===== config.mk =====
export PLATFORM = sky130hd
export DESIGN_NAME = dequ_ctrl
export DESIGN_NICKNAME = d
export VERILOG_FILES = /design/src/hw/rtl/dequ_pkg.sv /design/src/hw/rtl/dequ_ctrl.sv
export VERILOG_INCLUDE_DIRS = /design/src /design/src/hw/rtl
export SDC_FILE = /design/constraint.sdc
export NUM_CORES = 1
export LEC_CHECK = 0
export BUFFER_PORTS_ARGS = -buffer_cell sky130_fd_sc_hd__buf_2
export CAP_MARGIN = 20
export CORE_MARGIN = 2
export CORE_UTILIZATION = 44
export CTS_CLUSTER_SIZE = 14
export DETAILED_ROUTE_END_ITERATION = 10
export PLACE_DENSITY = 0.82
export SLEW_MARGIN = 20
export SYNTH_ARGS = -nofsm -noshare
export SYNTH_HDL_FRONTEND = slang
export SYNTH_SLANG_ARGS = --single-unit

===== constraint.sdc =====
create_clock -name clk_i -period 3.3 [get_ports clk_i]
set_clock_uncertainty 0.05 [all_clocks]
set_input_delay 0.495 -clock clk_i [delete_from_list [all_inputs] [get_ports clk_i]]
set_output_delay 0.495 -clock clk_i [all_outputs]
set_load 0.005 [all_outputs]

===== src/hw/rtl/double_ended_queue_unit_macros.svh =====
// Assertion macros for the double-ended queue unit.
// Used by the control block; no other dependencies.
`ifndef DOUBLE_ENDED_QUEUE_UNIT_MACROS_SVH
`define DOUBLE_ENDED_QUEUE_UNIT_MACROS_SVH
`ifndef NO_ASSERTIONS
// Checked on the rising edge, skipped while reset is asserted.
`define DEQU_ASSERT(label, clk, rst_n, prop) \
  label: assert property (@(posedge clk) disable iff (!rst_n) prop) \
    else $error("deque check failed");
// Checked on every rising edge, reset included.
`define DEQU_ASSERT_ALWAYS(label, clk, prop) \
  label: assert property (@(posedge clk) prop) \
    else $error("deque check failed during reset");
`else
`define DEQU_ASSERT(label, clk, rst_n, prop)
`define DEQU_ASSERT_ALWAYS(label, clk, prop)
`endif
`endif


===== src/hw/rtl/dequ_pkg.sv =====
// Shared types and constants for the double-ended queue unit.
// No dependencies.
`timescale 1ns / 1ps
package dequ_pkg;

  localparam int unsigned DEPTH_DEF      = 1024;
  localparam int unsigned DATA_WIDTH_DEF = 32;
  localparam int unsigned VALUE_W        = 32;
  localparam int unsigned COUNT_W        = 11;

  typedef enum logic [2:0] {
    FN_PUSH_FRONT = 3'd0,
    FN_PUSH_BACK  = 3'd1,
    FN_POP_FRONT  = 3'd2,
    FN_POP_BACK   = 3'd3,
    FN_PEEK_FRONT = 3'd4,
    FN_PEEK_BACK  = 3'd5
  } func_e;

  typedef enum logic [1:0] {
    ST_OK    = 2'd0,
    ST_EMPTY = 2'd1,
    ST_FULL  = 2'd2
  } status_e;

  typedef struct packed {
    logic [2:0]                 func;
    logic signed [VALUE_W-1:0]  push_value;
  } in_word_t;

  typedef struct packed {
    logic signed [VALUE_W-1:0]  read_value;
    status_e                    status;
    logic [COUNT_W-1:0]         entry_count;
    logic                       is_empty;
  } out_word_t;

  // Per-row command: insert at the near end, drop the near end, write at the far end.
  typedef struct packed {
    logic ins_near;
    logic del_near;
    logic wr_far;
  } row_ctl_t;

  // Per-cell command.
  typedef struct packed {
    logic take_near;
    logic take_far;
    logic load;
  } cell_ctl_t;

endpackage


===== src/hw/rtl/dequ_ctrl.sv =====
// Command decode, occupancy count and result register of the deque unit.
// Depends on dequ_pkg and double_ended_queue_unit_macros.svh.
`timescale 1ns / 1ps
`include "double_ended_queue_unit_macros.svh"
module dequ_ctrl #(
  parameter int unsigned DEPTH      = dequ_pkg::DEPTH_DEF,
  parameter int unsigned DATA_WIDTH = dequ_pkg::DATA_WIDTH_DEF,
  localparam int unsigned AW        = $clog2(DEPTH)
) (
  input  logic                  clk_i,
  input  logic                  rst_ni,
  input  logic                  start_i,
  input  dequ_pkg::in_word_t    cmd_i,
  input  logic [DATA_WIDTH-1:0] front_word_i,
  input  logic [DATA_WIDTH-1:0] back_word_i,
  output dequ_pkg::row_ctl_t    fwd_ctl_o,
  output dequ_pkg::row_ctl_t    rev_ctl_o,
  output logic [AW-1:0]         wr_ptr_o,
  output logic [DATA_WIDTH-1:0] push_word_o,
  output logic                  busy_o,
  output logic                  result_valid_o,
  output dequ_pkg::out_word_t   result_o
);
  import dequ_pkg::*;

  localparam int unsigned CW = $clog2(DEPTH + 1);
  localparam int unsigned EW = (DATA_WIDTH > VALUE_W) ? DATA_WIDTH : VALUE_W;

  logic                  accept;
  logic                  full;
  logic                  empty;
  logic [CW-1:0]         count_q, count_d;
  logic [DATA_WIDTH-1:0] rd_word;
  logic signed [EW-1:0]  rd_ext;
  logic signed [EW-1:0]  push_ext;
  status_e               status;
  out_word_t             result_q, result_d;
  logic                  result_valid_q;
  logic                  busy_q;

  assign accept = start_i && !busy_q;
  assign full   = (count_q == CW'(DEPTH));
  assign empty  = (count_q == '0);

  assign push_ext    = EW'(cmd_i.push_value);
  assign push_word_o = push_ext[DATA_WIDTH-1:0];
  assign wr_ptr_o    = count_q[AW-1:0];

  always_comb begin
    fwd_ctl_o = '0;
    rev_ctl_o = '0;
    count_d   = count_q;
    status    = ST_OK;
    rd_word   = '0;
    if (accept) begin
      case (cmd_i.func)
        FN_PUSH_FRONT: begin
          if (full) begin
            status = ST_FULL;
          end else begin
            fwd_ctl_o.ins_near = 1'b1;
            rev_ctl_o.wr_far   = 1'b1;
            count_d            = count_q + CW'(1);
          end
        end
        FN_PUSH_BACK: begin
          if (full) begin
            status = ST_FULL;
          end else begin
            rev_ctl_o.ins_near = 1'b1;
            fwd_ctl_o.wr_far   = 1'b1;
            count_d            = count_q + CW'(1);
          end
        end
        FN_POP_FRONT: begin
          if (empty) begin
            status = ST_EMPTY;
          end else begin
            rd_word            = front_word_i;
            fwd_ctl_o.del_near = 1'b1;
            count_d            = count_q - CW'(1);
          end
        end
        FN_POP_BACK: begin
          if (empty) begin
            status = ST_EMPTY;
          end else begin
            rd_word            = back_word_i;
            rev_ctl_o.del_near = 1'b1;
            count_d            = count_q - CW'(1);
          end
        end
        FN_PEEK_FRONT: begin
          if (empty) begin
            status = ST_EMPTY;
          end else begin
            rd_word = front_word_i;
          end
        end
        FN_PEEK_BACK: begin
          if (empty) begin
            status = ST_EMPTY;
          end else begin
            rd_word = back_word_i;
          end
        end
        default: begin
          status = ST_OK;
        end
      endcase
    end
  end

  assign rd_ext = EW'(signed'(rd_word));

  always_comb begin
    result_d.read_value  = rd_ext[VALUE_W-1:0];
    result_d.status      = status;
    result_d.entry_count = COUNT_W'(count_d);
    result_d.is_empty    = (count_d == '0);
  end

  always_ff @(posedge clk_i or negedge rst_ni) begin
    if (!rst_ni) begin
      count_q        <= '0;
      result_valid_q <= 1'b0;
      busy_q         <= 1'b1;
    end else begin
      count_q        <= count_d;
      result_valid_q <= accept;
      busy_q         <= 1'b0;
    end
  end

  always_ff @(posedge clk_i) begin
    if (accept) begin
      result_q <= result_d;
    end
  end

  assign busy_o         = busy_q;
  assign result_valid_o = result_valid_q;
  assign result_o       = result_q;

  `DEQU_ASSERT(a_word_follows, clk_i, rst_ni, accept |=> result_valid_q)
  `DEQU_ASSERT(a_no_extra_word, clk_i, rst_ni, !accept |=> !result_valid_q)
  `DEQU_ASSERT(a_count_holds, clk_i, rst_ni, !accept |=> $stable(count_q))
  `DEQU_ASSERT(a_count_bound, clk_i, rst_ni, count_q <= CW'(DEPTH))
  `DEQU_ASSERT(a_full_at_depth, clk_i, rst_ni,
    (result_valid_q && result_q.status == ST_FULL) |-> (count_q == CW'(DEPTH)))
  // Any edge seen in reset has set busy by the next edge.
  `DEQU_ASSERT_ALWAYS(a_busy_in_reset, clk_i, !rst_ni |=> busy_q)

endmodule


Word-level counts from Yosys, hierarchy flattened
Cells that the tools add are included.
{ "word_totals": {"ff_bits": 59, "out_inout_bits": 96, "word_cells": 43, "inputBits": 102} }
{ "op_classes": {"muxes": 18, "add_sub_neg": 2, "n_reduce_logical": 10, "eq_ne": 6} }
{ "ops": {"columns": ["op", "n"], "rows": [
  ["2-to-1 mux 32 bit", 2],
  ["case mux 32 bit (2 select lines)", 1],
  ["2-to-1 mux 11 bit", 3],
  ["zero test 11 bit", 2],
  ["case mux 11 bit (2 select lines)", 1],
  ["adder 11 x 1 -> 11 bit (second input constant)", 1],
  ["== test 11 bit (second input constant)", 1],
  ["subtractor 11 x 1 -> 11 bit (second input constant)", 1],
  ["OR reduction 2 bit", 4],
  ["2-to-1 mux 1 bit", 7],
  ["== test 3 x 2 -> 1 bit (second input constant)", 2],
  ["== test 3 bit (second input constant)", 2],
  ["2-to-1 mux 3 bit", 2],
  ["case mux 2 bit (2 select lines)", 1],
  ["OR reduction 4 bit", 1],
  ["== test 3 x 1 -> 1 bit (second input constant)", 1],
  ["zero test 3 bit", 1],
  ["2-to-1 mux 2 bit", 1],
  ["logical AND 1 bit", 1],
  ["zero test 1 bit", 1]
]} }

Depth between registers and ports, before layout
{ "depth": {"ltp_word": 5, "depth_mapped": 9, "ltp_nobuf": 8} }

Worst setup path after synthesis
OpenSTA, ideal clock, no wires.
{ "synth_path": {"path_type": "flip-flop to flip-flop", "startpoint": "register count_q[0]", "endpoint": "register result_q, in the netlist result_o[0], data pin", "slack_ps": 678, "synth_period_minus_slack_ps": 2622, "path_buffers": 1, "setup_time_ps": 170, "path_stages_with_launch": 10, "required_time_ps": 3080, "arrival_time_ps": 2402, "cell_sequence": "dfrtp_1 inv_1 ha_1 nor3b_4 and4_1 buf_6 nor3_2 o32a_1 or4_1 nor4_2"} }
{ "synth_rtl": {"columns": ["item", "line", "source"], "rows": [
  ["start: declaration", "dequ_ctrl.sv:32", "logic [CW-1:0] count_q, count_d;"],
  ["start signal: assignment", "dequ_ctrl.sv:129", "count_q <= count_d;"],
  ["end signal: assignment", "dequ_ctrl.sv:137", "result_q <= result_d;"],
  ["end: declaration", "dequ_ctrl.sv:37", "out_word_t result_q, result_d;"]
]} }

==> flow_metrics.tcl <==
set metrics [dict create \
    grt-ovfl-total 0 \
    die_h_um 90 \
    syn_inst 304 \
    crit_top_cell "nor2_1" \
    netlist_area_mm2 0.003254 \
    grt_pass1_wl_um 13030 \
    path_max_fanout 34 \
    cts_sinks 59 \
    drive_gt1_share_pct 41.56 \
    max-vdd-ir-drop_mv 0.1605 \
    drt_wl_total_um 8488 \
    nets 496 \
    slew_viol_final 0 \
    final_cell_mix "buf_2 (133), edfxtp_1 (46), nor2_1 (45)" \
    rsz0062_at_grt "no" \
    async_flop_share_pct 22.03 \
    place.gp.congestion 0.9364 \
    setup-tns-final_ps 0 \
    power.total_mw 1.926 \
    design_area_mm2 0.003859 \
    fin_crit_ps 3072 \
    crit_buf_inv 3 \
    worstSkewPairLatency_ps 330 \
    diodes 0 \
    antenna_found_initial 0 \
    grt_max_degree 35 \
    core_mm2 0.007214 \
    p_per_area_mw_per_mm2 499.2 \
    boundaryPins 198 \
    ys_seq_area_share_pct 52.48 \
    required_ps 2750 \
    syn2layout_area_growth_pct 18.57 \
    status "finished, final reports clean" \
    die_area_mm2 0.008100 \
    endpoint_kind "primary output" \
    grt_use_total_pct 20.45 \
    dp.cells 477 \
    ys_types 56 \
    grt_pass1_vias 2561 \
    postRouteAntennaNets 0 \
    dp_hpwl_um 6239 \
    cp_slowest_cell "dfrtp_1" \
    max_freq_mhz 325.5 \
    synth_top_area_cell "edfxtp_1" \
    synth_nets 408 \
    start_util_pct 45.11 \
    hold_violations 0 \
    cts_max_level 3 \
    critical-path-top-delay-family "simple AND/OR/NAND/NOR gates" \
    fillers 663 \
    place_area_mm2 0.003665 \
    fin_crit_sh_pct 93.09 \
    synth_edf_count 46 \
    path_cells "inv_1, ha_1, nor3b_4, and4_1, buf_4, nor2_1, nand2_1, nor2_1, buf_2" \
    cap_violations 0 \
    hold_path.class "input port to flip-flop" \
    clkTransAtPathRegs_ps 70 \
    dr.pass1.iters 5 \
    tightest_slew_ps 687.8 \
    cts_buffer_depth 2 \
    cts_made_buffers 9 \
    synth_top_area_share_pct 42.45 \
    worst-setup-path-type "flip-flop to primary output" \
    die-width_um 90 \
    placement.io_buffers 133 \
    synth_area_leaders "edfxtp_1 (42%), buf_4 (10%), dfrtp_1 (9.2%)" \
    wl_per_cell_um 17.11 \
    relSlewSlack_pct 53.72 \
    ys_seq_elements 59 \
    root_buffer "clkbuf_8" \
    syn_area_per_cell_um2 10.71 \
    power.leakage_nw 1.666 \
    synthFlopType "edfxtp_1" \
    setup_viol 0 \
    max_stage_delay_ps 470 \
    first_iter_violations 212 \
    vias_per_cell 5.520 \
    remaining_drc_errors 0 \
    cts_tree "done" \
    synth_warnings 0 \
    vias 2738 \
    num_rows 31 \
    layout_commonest_cell "buf_2" \
    fin_util_pct 53.49 \
    arrival_ps 2530 \
    final_cells 496 \
    startpoint_type "flip-flop" \
]
## cell families (layout without fill, tap and decap cells)
kind of cell	Yosys count	count (layout)	share of synthesized area, %
adder cells (fa/ha/maj)	2	2	0.7688
AO/OA/AOI/OAI	59	59	13.80
AND/OR/NAND/NOR	109	109	17.96
buffers and inverters	69	162	13.42
other	1	1	0.1152
flip-flops	59	59	52.48
XOR/XNOR	3	3	0.8075
multiplexers	2	2	0.6536
## flip-flops by register name (all words and copies together) (netlist names)
signal          count
count_q            11
busy_o              1
result_o           46
result_valid_o      1
## stage by stage
step           setup WS [ps]  hold slack [ps]
3_3_place_gp           483.9            353.8
4_1_cts                159.4            413.6
5_1_grt                72.58            445.7
6_report               228.0            423.7
2_1_floorplan          678.2            149.4
3_5_place_dp           444.6            358.6
## final cells by class
type	count	area (µm²)	share of cell area, %
inverters	6	22.52	0.5837
clock inverters	7	45.04	1.167
clock buffers	9	123.9	3.210
multi-input cells	176	1115	28.89
repair buffers	140	720.7	18.68
well taps	99	123.9	3.210
flip-flops and latches	59	1708	44.26
## tightest hold or removal path, cell delays in order
cell,delay (ps)
buf_2,70
a22oi_1,50
nor2_1,80
## synth_stat cells (2+ instances only)
| library cell | instances |
|---|---|
| a21oi_1 | 3 |
| o31ai_1 | 2 |
| nand2b_1 | 3 |
| o221ai_1 | 2 |
| nand4_1 | 4 |
| xnor2_1 | 2 |
| nor2b_1 | 3 |
| a22oi_1 | 34 |
| o21ai_0 | 4 |
| ha_1 | 2 |
| clkbuf_1 | 16 |
| nand2_1 | 9 |
| nor3_1 | 8 |
| nand3_1 | 8 |
| buf_4 | 45 |
| edfxtp_1 | 46 |
| and3_1 | 7 |
| or2_2 | 2 |
| nor4_1 | 3 |
| or4_1 | 3 |
| nor2_1 | 46 |
| inv_1 | 6 |
| dfrtp_1 | 12 |
| o21a_1 | 2 |
## report_power, final
part	switching, mW	internal [mW]
registers	0.0940	0.893
clock network	0.288	0.267
logic	0.212	0.172
total	0.594	1.33
## worst paths after layout
path	cells after the start	slack [ps]	from	endpoint
setup / recovery	9	230	count_q[0]$_DFF_PN0_	fwd_ctl_o[1]
hold / removal	3	420	back_word_i[31]	result_o[45]$_DFFE_PP_
setup reg to reg	9	350	count_q[0]$_DFF_PN0_	result_o[0]$_DFFE_PP_
hold reg to reg	1	650	count_q[10]$_DFF_PN0_	count_q[10]$_DFF_PN0_
max in group asynchronous	2	2390	rst_ni	busy_o$_DFF_PN1_
min in group asynchronous	2	530	rst_ni	count_q[1]$_DFF_PN0_
## layer usage
| metal | vias to the layer above | global-route usage [%] | wire length, µm |
|---|---|---|---|
| met5 | - | 0 | 0 |
| met1 | 1292 | 24.55 | 3121 |
| met2 | 151 | 32.08 | 4260 |
| li1 | 1261 | - | - |
| met4 | 0 | 12.95 | 340 |
| met3 | 34 | 6.203 | 765 |
## repair_timing
item	4_1_cts	5_1_grt
gates resized for setup	0	0
buffers inserted	0	2
hold buffers	1	0
endpoints found under the hold margin	10	0
setup endpoints to repair	0	2
(Power assumes the default switching activity.)
